--- config.mk ---
export PLATFORM = sky130hd
export DESIGN_NAME = bank_mapper_with_scanline_irq_core
export DESIGN_NICKNAME = d
export VERILOG_FILES = /design/src/rtl/core/bmap_pkg.sv /design/src/rtl/core/bmap_irq.sv /design/src/rtl/core/bank_mapper_with_scanline_irq_core.sv
export SDC_FILE = /design/constraint.sdc
export NUM_CORES = 1
export LEC_CHECK = 0
export ABC_AREA = 1
export BUFFER_PORTS_ARGS = -buffer_cell sky130_fd_sc_hd__buf_2
export CAP_MARGIN = 25
export CORE_ASPECT_RATIO = 1.1
export CORE_MARGIN = 4
export CORE_UTILIZATION = 51
export CTS_CLUSTER_SIZE = 20
export DETAILED_ROUTE_END_ITERATION = 6
export GPL_TIMING_DRIVEN = 0
export PLACE_DENSITY = 0.89
export SLEW_MARGIN = 25
export SYNTH_ARGS = -nofsm -noshare
export SYNTH_HDL_FRONTEND = slang
export SYNTH_HIERARCHICAL = 1
export SYNTH_SLANG_ARGS = --single-unit
--- constraint.sdc ---
create_clock -name clk_i -period 2.6 [get_ports clk_i]
set_input_delay 0.26 -clock clk_i [delete_from_list [all_inputs] [get_ports clk_i]]
set_output_delay 0.26 -clock clk_i [all_outputs]
set_load 0.02 [all_outputs]
--- src/rtl/core/bmap_pkg.sv ---
// Shared types, codes and constants for the bank mapper core.
`timescale 1ns / 1ps

package bmap_pkg;

  // Item kinds carried on the input tuser
  typedef enum logic [1:0] {
    CMD_BUS_WRITE = 2'd0,
    CMD_CPU_TICK  = 2'd1,
    CMD_PPU_TICK  = 2'd2
  } cmd_e;

  // Address areas, taken from CPU address bits 15..12
  localparam logic [3:0] AREA_PRG16 = 4'h8;
  localparam logic [3:0] AREA_MIRR  = 4'hB;
  localparam logic [3:0] AREA_PRG8  = 4'hC;
  localparam logic [3:0] AREA_CHR_LO = 4'hD;
  localparam logic [3:0] AREA_CHR_HI = 4'hE;
  localparam logic [3:0] AREA_IRQ   = 4'hF;

  // Register indexes inside an area
  localparam logic [1:0] REG_IRQ_LATCH = 2'd0;
  localparam logic [1:0] REG_IRQ_CTRL  = 2'd1;
  localparam logic [1:0] REG_IRQ_ACK   = 2'd2;
  localparam logic [1:0] REG_MIRR      = 2'd3;

  // Configuration register index (word address bit)
  localparam logic CFG_REG_REVISION = 1'b0;

  // Reset values and counter constants
  localparam logic [7:0]        PRG8_RESET      = 8'hFE;
  localparam logic [7:0]        COUNT_WRAP      = 8'hFF;
  localparam logic signed [9:0] PRESCALE_RELOAD = 10'sd341;
  localparam logic signed [9:0] PRESCALE_STEP   = 10'sd2;

  // Widths of the ports
  localparam int unsigned IN_DATA_W  = 24;
  localparam int unsigned OUT_DATA_W = 88;
  localparam int unsigned PADDR_W    = 3;

  typedef logic signed [9:0] prescale_t;

  // Qualified IRQ events for one accepted item
  typedef struct packed {
    logic       latch_we;
    logic       ctrl_we;
    logic       ack_we;
    logic       cpu_tick;
    logic       ppu_tick;
    logic [7:0] data;
  } bmap_irq_ev_t;

endpackage

--- src/rtl/core/bmap_irq.sv ---
// IRQ latch, control, prescaler and 8-bit counter of the bank mapper.
`timescale 1ns / 1ps

module bmap_irq (
  input  logic                  clk_i,
  input  logic                  rst_ni,
  input  bmap_pkg::bmap_irq_ev_t ev_i,
  output logic                  irq_o
);
  import bmap_pkg::*;

  logic [7:0] latch_q, latch_d;
  logic [7:0] count_q, count_d;
  logic [2:0] ctrl_q, ctrl_d;
  prescale_t  prescale_q, prescale_d;
  prescale_t  prescale_dec;
  logic       pending_q, pending_d;
  logic       clock_cnt;

  // Decide register updates for one transaction
  always_comb begin
    latch_d      = latch_q;
    count_d      = count_q;
    ctrl_d       = ctrl_q;
    prescale_d   = prescale_q;
    pending_d    = pending_q;
    clock_cnt    = 1'b0;
    prescale_dec = prescale_q - PRESCALE_STEP;

    if (ev_i.latch_we) begin
      latch_d = ev_i.data;
    end

    if (ev_i.ctrl_we) begin
      ctrl_d    = ev_i.data[2:0];
      pending_d = 1'b0;
      if (ev_i.data[1]) begin
        count_d    = latch_q;
        prescale_d = PRESCALE_RELOAD;
      end
    end

    // Acknowledge: enable takes the enable-after-ack bit
    if (ev_i.ack_we) begin
      pending_d = 1'b0;
      ctrl_d    = {ctrl_q[2], ctrl_q[0], ctrl_q[0]};
    end

    // Cycle mode: count every CPU tick
    if (ev_i.cpu_tick && ctrl_q[1] && ctrl_q[2]) begin
      clock_cnt = 1'b1;
    end

    // Scanline mode: prescaler drops by two per PPU tick
    if (ev_i.ppu_tick && ctrl_q[1] && !ctrl_q[2]) begin
      if (prescale_dec[9] || (prescale_dec == '0)) begin
        prescale_d = prescale_dec + PRESCALE_RELOAD;
        clock_cnt  = 1'b1;
      end else begin
        prescale_d = prescale_dec;
      end
    end

    // Wrap reloads from the latch and raises the request
    if (clock_cnt) begin
      if (count_q == COUNT_WRAP) begin
        count_d   = latch_q;
        pending_d = 1'b1;
      end else begin
        count_d = count_q + 8'd1;
      end
    end
  end

  always_ff @(posedge clk_i or negedge rst_ni) begin
    if (!rst_ni) begin
      latch_q    <= '0;
      count_q    <= '0;
      ctrl_q     <= '0;
      prescale_q <= '0;
      pending_q  <= 1'b0;
    end else begin
      latch_q    <= latch_d;
      count_q    <= count_d;
      ctrl_q     <= ctrl_d;
      prescale_q <= prescale_d;
      pending_q  <= pending_d;
    end
  end

  assign irq_o = pending_q;

`ifndef SYNTHESIS
  a_clear_on_ctrl_ack: assert property (@(posedge clk_i) disable iff (!rst_ni)
    (ev_i.ctrl_we || ev_i.ack_we) |=> !pending_q)
    else $error("IRQ not cleared by control or acknowledge write");

  a_rise_from_wrap: assert property (@(posedge clk_i) disable iff (!rst_ni)
    $rose(pending_q) |-> ($past(count_q) == COUNT_WRAP))
    else $error("IRQ raised without counter wrap");

  a_prescale_range: assert property (@(posedge clk_i) disable iff (!rst_ni)
    (prescale_q <= PRESCALE_RELOAD) && (prescale_q >= -PRESCALE_STEP))
    else $error("prescaler left its range");
`endif

endmodule

--- src/rtl/core/bank_mapper_with_scanline_irq_core.sv ---
// Top level of the cartridge bank mapper with IRQ counter.
`timescale 1ns / 1ps

// Takes one item per clock: a CPU bus write, a CPU cycle tick or a PPU cycle
// tick (input tuser), and returns one result per item on the output stream:
// the IRQ line, both PRG banks, the eight CHR banks and the mirroring mode as
// they stand after that item. The bank and IRQ registers are themselves the
// result register, so a result is valid in the cycle after its item is taken and
// a new item is taken in every cycle in which the previous result is taken or
// none is waiting. The APB port holds the revision bit that swaps A0 and A1 in
// the register decode; write it only while the block is idle.
module bank_mapper_with_scanline_irq_core (
  input  logic                              clk_i,
  input  logic                              rst_ni,
  // Input stream
  input  logic                              s_axis_tvalid_i,
  output logic                              s_axis_tready_o,
  // tdata: address[15:0], write_data[23:16]
  input  logic [bmap_pkg::IN_DATA_W-1:0]    s_axis_tdata_i,
  // tuser: command[1:0]
  input  logic [1:0]                        s_axis_tuser_i,
  // Output stream
  output logic                              m_axis_tvalid_o,
  input  logic                              m_axis_tready_i,
  // tdata: irq_line[0], prg16_bank[8:1], prg8_bank[16:9], chr_bank_0..7 at
  // [24:17] up to [80:73], mirroring[82:81], zeros above
  output logic [bmap_pkg::OUT_DATA_W-1:0]   m_axis_tdata_o,
  // Configuration port
  input  logic                              psel,
  input  logic                              penable,
  input  logic                              pwrite,
  input  logic [bmap_pkg::PADDR_W-1:0]      paddr,
  input  logic [31:0]                       pwdata,
  output logic [31:0]                       prdata,
  output logic                              pready
);
  import bmap_pkg::*;

  logic         revision_q;
  logic         cfg_we;
  logic         s_accept;
  logic         m_valid_q;
  cmd_e         cmd;
  logic [15:0]  addr;
  logic [7:0]   wdata;
  logic [3:0]   area;
  logic [1:0]   reg_idx;
  logic         bus_we;
  logic [7:0]   prg16_q;
  logic [7:0]   prg8_q;
  logic [7:0]   chr_q [8];
  logic [1:0]   mirr_q;
  logic         irq;
  bmap_irq_ev_t irq_ev;

  // APB register port
  assign pready = 1'b1;
  assign cfg_we = psel && penable && pwrite && (paddr[2] == CFG_REG_REVISION);
  assign prdata = (paddr[2] == CFG_REG_REVISION) ? {31'd0, revision_q} : 32'd0;

  always_ff @(posedge clk_i or negedge rst_ni) begin
    if (!rst_ni) begin
      revision_q <= 1'b0;
    end else if (cfg_we) begin
      revision_q <= pwdata[0];
    end
  end

  // Stream handshake: take an item when the result slot is free or draining
  assign s_axis_tready_o = !m_valid_q || m_axis_tready_i;
  assign s_accept        = s_axis_tvalid_i && s_axis_tready_o;

  always_ff @(posedge clk_i or negedge rst_ni) begin
    if (!rst_ni) begin
      m_valid_q <= 1'b0;
    end else if (s_accept) begin
      m_valid_q <= 1'b1;
    end else if (m_axis_tready_i) begin
      m_valid_q <= 1'b0;
    end
  end

  // Decode the item
  assign cmd     = cmd_e'(s_axis_tuser_i);
  assign addr    = s_axis_tdata_i[15:0];
  assign wdata   = s_axis_tdata_i[23:16];
  assign area    = addr[15:12];
  assign reg_idx = revision_q ? {addr[0], addr[1]} : addr[1:0];
  assign bus_we  = s_accept && (cmd == CMD_BUS_WRITE);

  // Route IRQ events to the counter unit
  always_comb begin
    irq_ev          = '0;
    irq_ev.data     = wdata;
    irq_ev.latch_we = bus_we && (area == AREA_IRQ) && (reg_idx == REG_IRQ_LATCH);
    irq_ev.ctrl_we  = bus_we && (area == AREA_IRQ) && (reg_idx == REG_IRQ_CTRL);
    irq_ev.ack_we   = bus_we && (area == AREA_IRQ) && (reg_idx == REG_IRQ_ACK);
    unique case (cmd)
      CMD_CPU_TICK: irq_ev.cpu_tick = s_accept;
      CMD_PPU_TICK: irq_ev.ppu_tick = s_accept;
      default:      ;
    endcase
  end

  // Bank and mirroring registers
  always_ff @(posedge clk_i or negedge rst_ni) begin
    if (!rst_ni) begin
      prg16_q <= '0;
      prg8_q  <= PRG8_RESET;
      mirr_q  <= '0;
      for (int i = 0; i < 8; i++) begin
        chr_q[i] <= '0;
      end
    end else if (bus_we) begin
      if (area == AREA_PRG16) begin
        prg16_q <= wdata;
      end
      if ((area == AREA_MIRR) && (reg_idx == REG_MIRR)) begin
        mirr_q <= wdata[3:2];
      end
      if (area == AREA_PRG8) begin
        prg8_q <= wdata;
      end
      if (area == AREA_CHR_LO) begin
        chr_q[{1'b0, reg_idx}] <= wdata;
      end
      if (area == AREA_CHR_HI) begin
        chr_q[{1'b1, reg_idx}] <= wdata;
      end
    end
  end

  bmap_irq u_irq (
    .clk_i  (clk_i),
    .rst_ni (rst_ni),
    .ev_i   (irq_ev),
    .irq_o  (irq)
  );

  // Result: state after the last accepted item
  assign m_axis_tvalid_o = m_valid_q;
  assign m_axis_tdata_o  = {5'd0, mirr_q,
                            chr_q[7], chr_q[6], chr_q[5], chr_q[4],
                            chr_q[3], chr_q[2], chr_q[1], chr_q[0],
                            prg8_q, prg16_q, irq};

`ifndef SYNTHESIS
  a_accept_gives_result: assert property (@(posedge clk_i) disable iff (!rst_ni)
    s_accept |=> m_axis_tvalid_o)
    else $error("accepted item gave no result");

  a_stalled_result_holds: assert property (@(posedge clk_i) disable iff (!rst_ni)
    (m_axis_tvalid_o && !m_axis_tready_i) |=> $stable(m_axis_tdata_o))
    else $error("state changed under a stalled result");

  a_revision_written: assert property (@(posedge clk_i) disable iff (!rst_ni)
    cfg_we |=> (revision_q == $past(pwdata[0])))
    else $error("revision register not written");
`endif

endmodule
==> run metrics, run 1 <==
Netlist Area Pre-Place=just under 6000 um2; post-layout minimum cycle time=approximately 2.3 ns; f_max=0.432 GHz; global route overflow=0; Reg2Reg Depth=13; DP HPWL=about 11000 um; crit path DAT=about 2.7 ns; commonest cells in the netlist=270 x nand2_1, 107 x dfrtp_1, 93 x nand3_1; Setup Crit Path Kind=reg2reg; Final period util=approximately 89%; CP Max Fanout=10; synth top area cells=dfrtp_1 46%, nand2_1 17%, nand3_1 8.0%; FILL cells=857; worst endpoint required time=between 2 and 3 ns; ys async rst share=100%; CTS Buf Count=17; Final ANT Viol Nets=0; Die H=120 um; vias per cell=just over 5; Lkg Pwr=~4.2 nW; Syn Area/Cell=between 8 and 9 um2; number of flops mapped to enable cells by yosys=0; Hold Path Depth=3; post-CTS repair timing setup buffer count=0; Longest Clk Path Bufs=2; layout cell share with drive strength beyond 1=27.0%; Iter 0 DRT Violations=408; GRT Util Overall=24.4%; vias in the first global route=5025; Die Width=110 um; post-CTS sizing=0; H-tree depth=4; # DRC=0; area grow syn2layout=26.3%; Post-Synthesis Cells=roughly 700; initial antenna violation count=0; CP Capture Type=flop; status=finished, final reports clean; Hold Violations, Final=0; crit-path most repeated cell=nand2_1; adder-cell share of the synthesized area=1.07%; largest family of logic cells by synthesized area=simple AND/OR/NAND/NOR gates; root buffer cell=clkbuf_16; multiplexer area fraction after synthesis=under 10%; Buf+Inv Stages, Crit Path=3; design area=7390 um2; CP Cell Sequence=inv_1, ha_1, nand2_1, inv_2, nand3_2, nor2_4, xor2_4, nand3_4, nand2_8, nand2_8, inv_8, nand2_1, nand2_1; # port buffers=110; pin count of the biggest net entering global routing=67; drt first pass iters=5; Primary FF master, synth=dfrtp_1; final slew viol count=0; # setup viols final=0; Setup Skew=roughly 0.0049 ns; CTS tree=yes; Yosys top cell area share=a little under half; Crit-path slowest cell=dfrtp_1; hold path start=pwdata[0]; clk sinks=114; most common cell in the netlist=nand2_1; Hold-fix buffers, CTS=1; Hold Crit Class=in2reg; fin nets=960; relative slew slack=48.2%; XOR/XNOR Fraction of Synth Area=1.22%; RSZ-0062 raised after global routing=no; dpl cell area=6750 um2; initial core utilization=between 50 and 60%; Clock transition at path regs=0.05 ns; sequential area share after synthesis=48.9%; Synth Area in Compound Gates=4.92%; core area=11100 um2; Routed WL per cell=14.9 um; Ys Warns=6; first-pass GRT wire length=25000 um; r2r setup slk=approximately 0.29 ns; startpoint types=flop; post-synth cell types=38; Pwr Total=5.43 mW; row count=40; PwrDens=between 700 and 800 nW/um2; gpl congestion=0.894; Reg-to-Reg End=u_irq/count_q[7]; reg2reg start=u_irq/prescale_q[1]; # IOs=191; flops & latches, synth=~110; Worst path max stage delay=0.37 ns; worst-margin pin slew=0.777 ns; Max-Cap Viols=0; Via Count=5288; Routed WL=between 15000 and 20000 um; largest area contributor in the netlist=dfrtp_1; Clock Latency Late Sink=between 0.4 and 0.5 ns; Worst IR Drop VDD=568 uV; full die area=13300 um2; Antenna Diode Count=0; simple-gate share of the synthesized area=32.1%; cell family with most CP delay=simple AND/OR/NAND/NOR gates; WHS Endpoint=revision_q
[routing by layer]
metal / vias to the layer above / GRT usage [%] / share of wire (%)
li1: 2557 / - / -
met1: 2441 / 31.7 / 39
met2: 256 / 37.7 / 49
met3: 34 / 7.85 / 9.3
met4: 0 / 9.78 / 2.5
met5: - / 0 / 0
[layout by cell type (no fill, tap or decap), drive strengths merged]
master,n
o211ai,1
clkinvlp,5
mux2,6
nand3b,1
conb,37
nor3,5
buf,162
nand2,280
o21ai,44
xor2,3
a21oi,5
xnor2,3
dlygate4sd3,1
nor2,35
ha,5
nand4,4
o22ai,1
clkbuf,29
clkinv,2
dfstp,7
a211oi,1
dfrtp,107
bufinv,4
nand3,97
inv,54
a31oi,1
[worst reg2reg max path, cell delays in order (launching register included)]
cell	delay (ns)
dfrtp_1	0.37
inv_1	0.23
ha_1	0.27
nand2_1	0.10
inv_2	0.07
nand3_2	0.10
nor2_4	0.15
xor2_4	0.25
nand3_4	0.20
nand2_8	0.17
nand2_8	0.10
inv_8	0.10
nand2_1	0.06
nand2_1	0.08
[through the flow]
stage                     hold WS (ns)  setup WS (ns)  utilization [%]  std cells  TNS, ns
after floorplan                -0.0356          0.554                -        756        0
after global placement           0.450        -0.0537             60.8       1013    -5.14
after detailed placement         0.232          0.327             61.1       1014        0
after CTS                       0.0702          0.305             66.9       1047        0
after global routing            0.0904          0.177             66.9       1047        0
final                           0.0717          0.286             66.9       1047        0
[worst max path at each step]
stage | cells past startpoint | to | slack, ns | from
after floorplan | 7 | u_irq/latch_q[5] | 0.55 | m_axis_tvalid_o
after global placement | 1 | m_axis_tdata_o[69] | -0.05 | rst_ni
after detailed placement | 13 | u_irq/prescale_q[4] | 0.33 | m_axis_tready_i
after CTS | 13 | u_irq/count_q[7] | 0.30 | u_irq/prescale_q[1]
after global routing | 15 | u_irq/count_q[5] | 0.18 | u_irq/prescale_q[1]
final | 13 | u_irq/count_q[7] | 0.29 | u_irq/prescale_q[1]
[layout make-up]
class | instances | area [um2] | share of cell area (%)
plain buffers | 62 | 417 | 5.63
well taps | 147 | 184 | 2.49
flip-flops and latches | 114 | 2860 | 38.7
inverters | 51 | 199 | 2.69
clock buffers | 18 | 429 | 5.80
repair buffers | 112 | 594 | 8.04
clock inverters | 14 | 201 | 2.72
multi-input cells | 529 | 2510 | 33.9
[registers in the layout, indices dropped and copies added (netlist names)]
name / flops
revision_q: 1
u_irq/count_q: 8
m_axis_tdata_o: 64
u_irq/latch_q: 8
m_axis_tvalid_o: 1
mirr_q: 2
u_irq/ctrl_q: 3
u_irq/irq_o: 1
prg16_q: 8
u_irq/prescale_q: 10
prg8_q: 8
[cells by family (layout without fill, tap and decap cells)]
kind of cell,count (synthesis),in the layout
adder cells (fa/ha/maj),5,5
multiplexers,6,6
AND/OR/NAND/NOR,422,422
AO/OA/AOI/OAI,53,53
buffers and inverters,113,257
XOR/XNOR,6,6
flip-flops,114,114
other,2,37
[power breakdown]
group	switching, mW	internal, mW	total (mW)
clock network	0.870	1.61	2.48
registers	0.103	1.92	2.02
logic	0.612	0.308	0.920
Note: power is estimated with default switching activity, not from simulation.
==> inputs of run 2 (changes only) <==
--- a/config.mk
+++ b/config.mk
@@ -11,6 +11,7 @@
 export CORE_ASPECT_RATIO = 1.1
 export CORE_MARGIN = 4
 export CORE_UTILIZATION = 51
+export CTS_BUF_LIST = sky130_fd_sc_hd__clkbuf_16
 export CTS_CLUSTER_SIZE = 20
 export DETAILED_ROUTE_END_ITERATION = 6
 export GPL_TIMING_DRIVEN = 0
==> run 2 against run 1 <==
  * Maximum frequency hardly changed
  * Final cell count stayed put
  * Flip-flop and latch count stayed put
  * First-iteration DRC count stayed put
  * Clock power hardly changed
  * Setup slack worse by 0.0011 ns
  * Worst hold slack worse by 0.00090 ns
  * Largest cell class unchanged
  * Highest routed layer unchanged
==> run metrics, run 2 (synthesis gave the netlist of run 1 again) <==
Routed WL=15700 um (was 15600 um); Clock transition at path regs=0.05 ns (about the same); CP Capture Type=flop (unchanged); Setup Skew=0.00492 ns (about the same); Sequential Area=2860 um2 (unchanged); FILL cells=857 (unchanged); Hold Violations, Final=0 (unchanged); global route overflow=0 (unchanged); DP HPWL=10500 um (unchanged); Clock Latency Late Sink=0.41 ns (about the same); Die H=120 um (unchanged); most frequent cells in the layout=270 x nand2_1, 115 x buf_2, 107 x dfrtp_1 (unchanged); initial core utilization=52.9% (unchanged); status=finished, final reports clean (unchanged); H-tree depth=4 (unchanged); relative slew slack=46.0% (was 48.2%); full die area=13300 um2 (unchanged); Worst IR Drop VDD=568 uV (about the same); post-layout minimum cycle time=2.32 ns (was 2.31 ns); Via Count=5278 (was 5288); CTS Buf Count=17 (unchanged); Setup Crit Path Kind=reg2reg (unchanged); root buffer cell=clkbuf_16 (unchanged); Buf+Inv Stages, Crit Path=3 (unchanged); Pwr Total=5.43 mW (about the same); crit-path most repeated cell=nand2_1 (unchanged); Die Width=110 um (unchanged); layout cell share with drive strength beyond 1=27.0% (unchanged); Antenna Diode Count=0 (unchanged); Hold Crit Class=in2reg (unchanged); dpl cells=1014 (unchanged); Crit-path slowest cell=dfrtp_1 (unchanged); Largest register FFs=64 (unchanged); f_max=0.432 GHz (about the same); Routed WL per cell=15.0 um (was 14.9 um); final slew viol count=0 (unchanged); vias per cell=5.04 (was 5.05); row count=40 (unchanged); GRT Util Overall=24.4% (unchanged); design area=7390 um2 (unchanged); area grow syn2layout=26.3% (unchanged); Finished Layout Cells=1047 (unchanged); initial antenna violation count=0 (unchanged); pin count of the biggest net entering global routing=67 (unchanged); gpl congestion=0.894 (unchanged); # DRC=0 (unchanged); crit path DAT=2.66 ns (about the same); PwrDens=734 nW/um2 (about the same); Longest Clk Path Bufs=2 (unchanged); Final ANT Viol Nets=0 (unchanged); # port buffers=110 (unchanged); r2r setup slk=0.28 ns (was 0.29 ns); final worst setup slack=0.285 ns (was 0.286 ns); core area=11100 um2 (unchanged); final hold slack=0.0708 ns (was 0.0717 ns); cell family with most CP delay=simple AND/OR/NAND/NOR gates (unchanged); drt first pass iters=6 (was 5); Final period util=89.0% (about the same); # IOs=191 (unchanged); worst endpoint required time=2.94 ns (about the same); first-pass GRT wire length=25000 um (unchanged); post-CTS sizing=0 (unchanged); CP Max Fanout=10 (unchanged); # setup viols final=0 (unchanged); Iter 0 DRT Violations=408 (unchanged); Lkg Pwr=4.18 nW (was 4.17 nW); startpoint types=flop (unchanged); dpl cell area=6750 um2 (unchanged); fin nets=960 (unchanged); worst-margin pin slew=0.810 ns (was 0.777 ns); clk sinks=114 (unchanged); most common cell after layout, fill and taps aside=nand2_1 (unchanged); CP Cell Sequence=inv_1, ha_1, nand2_1, inv_2, nand3_2, nor2_4, xor2_4, nand3_4, nand2_8, nand2_8, inv_8, nand2_1, nand2_1 (unchanged); vias in the first global route=5025 (unchanged); post-CTS repair timing setup buffer count=0 (unchanged); worst slack at placement=0.327 ns (unchanged); area taken by multi-input logic gates=2510 um2 (unchanged); Worst path max stage delay=0.37 ns (about the same); CTS tree=yes (unchanged); Max-Cap Viols=0 (unchanged); RSZ-0062 raised after global routing=no (unchanged)
==> run 2: final timing paths <==
path | endpoint | startpoint | depth (start not counted)
worst max-delay path | u_irq/count_q[7] | u_irq/prescale_q[1] | 13
worst min-delay path | revision_q | pwdata[0] | 3
worst max register to register | u_irq/count_q[7] | u_irq/prescale_q[1] | 13
worst min register to register | m_axis_tdata_o[38] | m_axis_tdata_o[38] | 2
max in group asynchronous | prg8_q[6] | rst_ni | 3
min in group asynchronous | m_axis_tvalid_o | rst_ni | 2
==> run 2: worst min-delay path: stages <==
cell	delay (ns)
buf_2	0.08
nand2_1	0.04
o21ai_0	0.07
==> run 2: final cells by class <==
class / count / area share (%)
timing repair buffer: 112 / 8.04
tap: 147 / 2.49
buffer: 62 / 5.63
clock inverter: 15 / 2.77
multi-input combinational: 529 / 33.9
inverter: 51 / 2.69
clock buffer: 17 / 5.75
sequential: 114 / 38.7
==> run 2: power by group <==
| part | leakage, nW | total (mW) | internal [mW] | switching (mW) |
|---|---|---|---|---|
| Sequential | 1.50 | 2.02 | 1.92 | 0.103 |
| Combinational | 2.38 | 0.921 | 0.308 | 0.613 |
| Clock | 0.294 | 2.48 | 1.61 | 0.871 |
| Total | 4.18 | 5.43 | 3.84 | 1.59 |
==> run 2: layer usage <==
layer | part of all wire (%) | vias up | wire [um] | global-route usage, %
met5 | 0 | - | 0 | 0
met4 | 2.3 | 0 | 362 | 9.78
met3 | 9.5 | 32 | 1480 | 7.85
met2 | 49 | 254 | 7650 | 37.7
met1 | 39 | 2436 | 6160 | 31.7
li1 | - | 2556 | - | -
==> run 2: timing repair <==
action | CTS | global route
hold endpoints to repair | 47 | 0
endpoints found under the setup margin | 0 | 0
hold buffers | 1 | 0
==> run 2: metrics by stage <==
stage	setup TNS [ns]	utilization, %
global route	0	66.9
CTS	0	66.9
global placement	-5.14	60.8
floorplan	0	-
finish	0	66.9
detailed placement	0	61.1
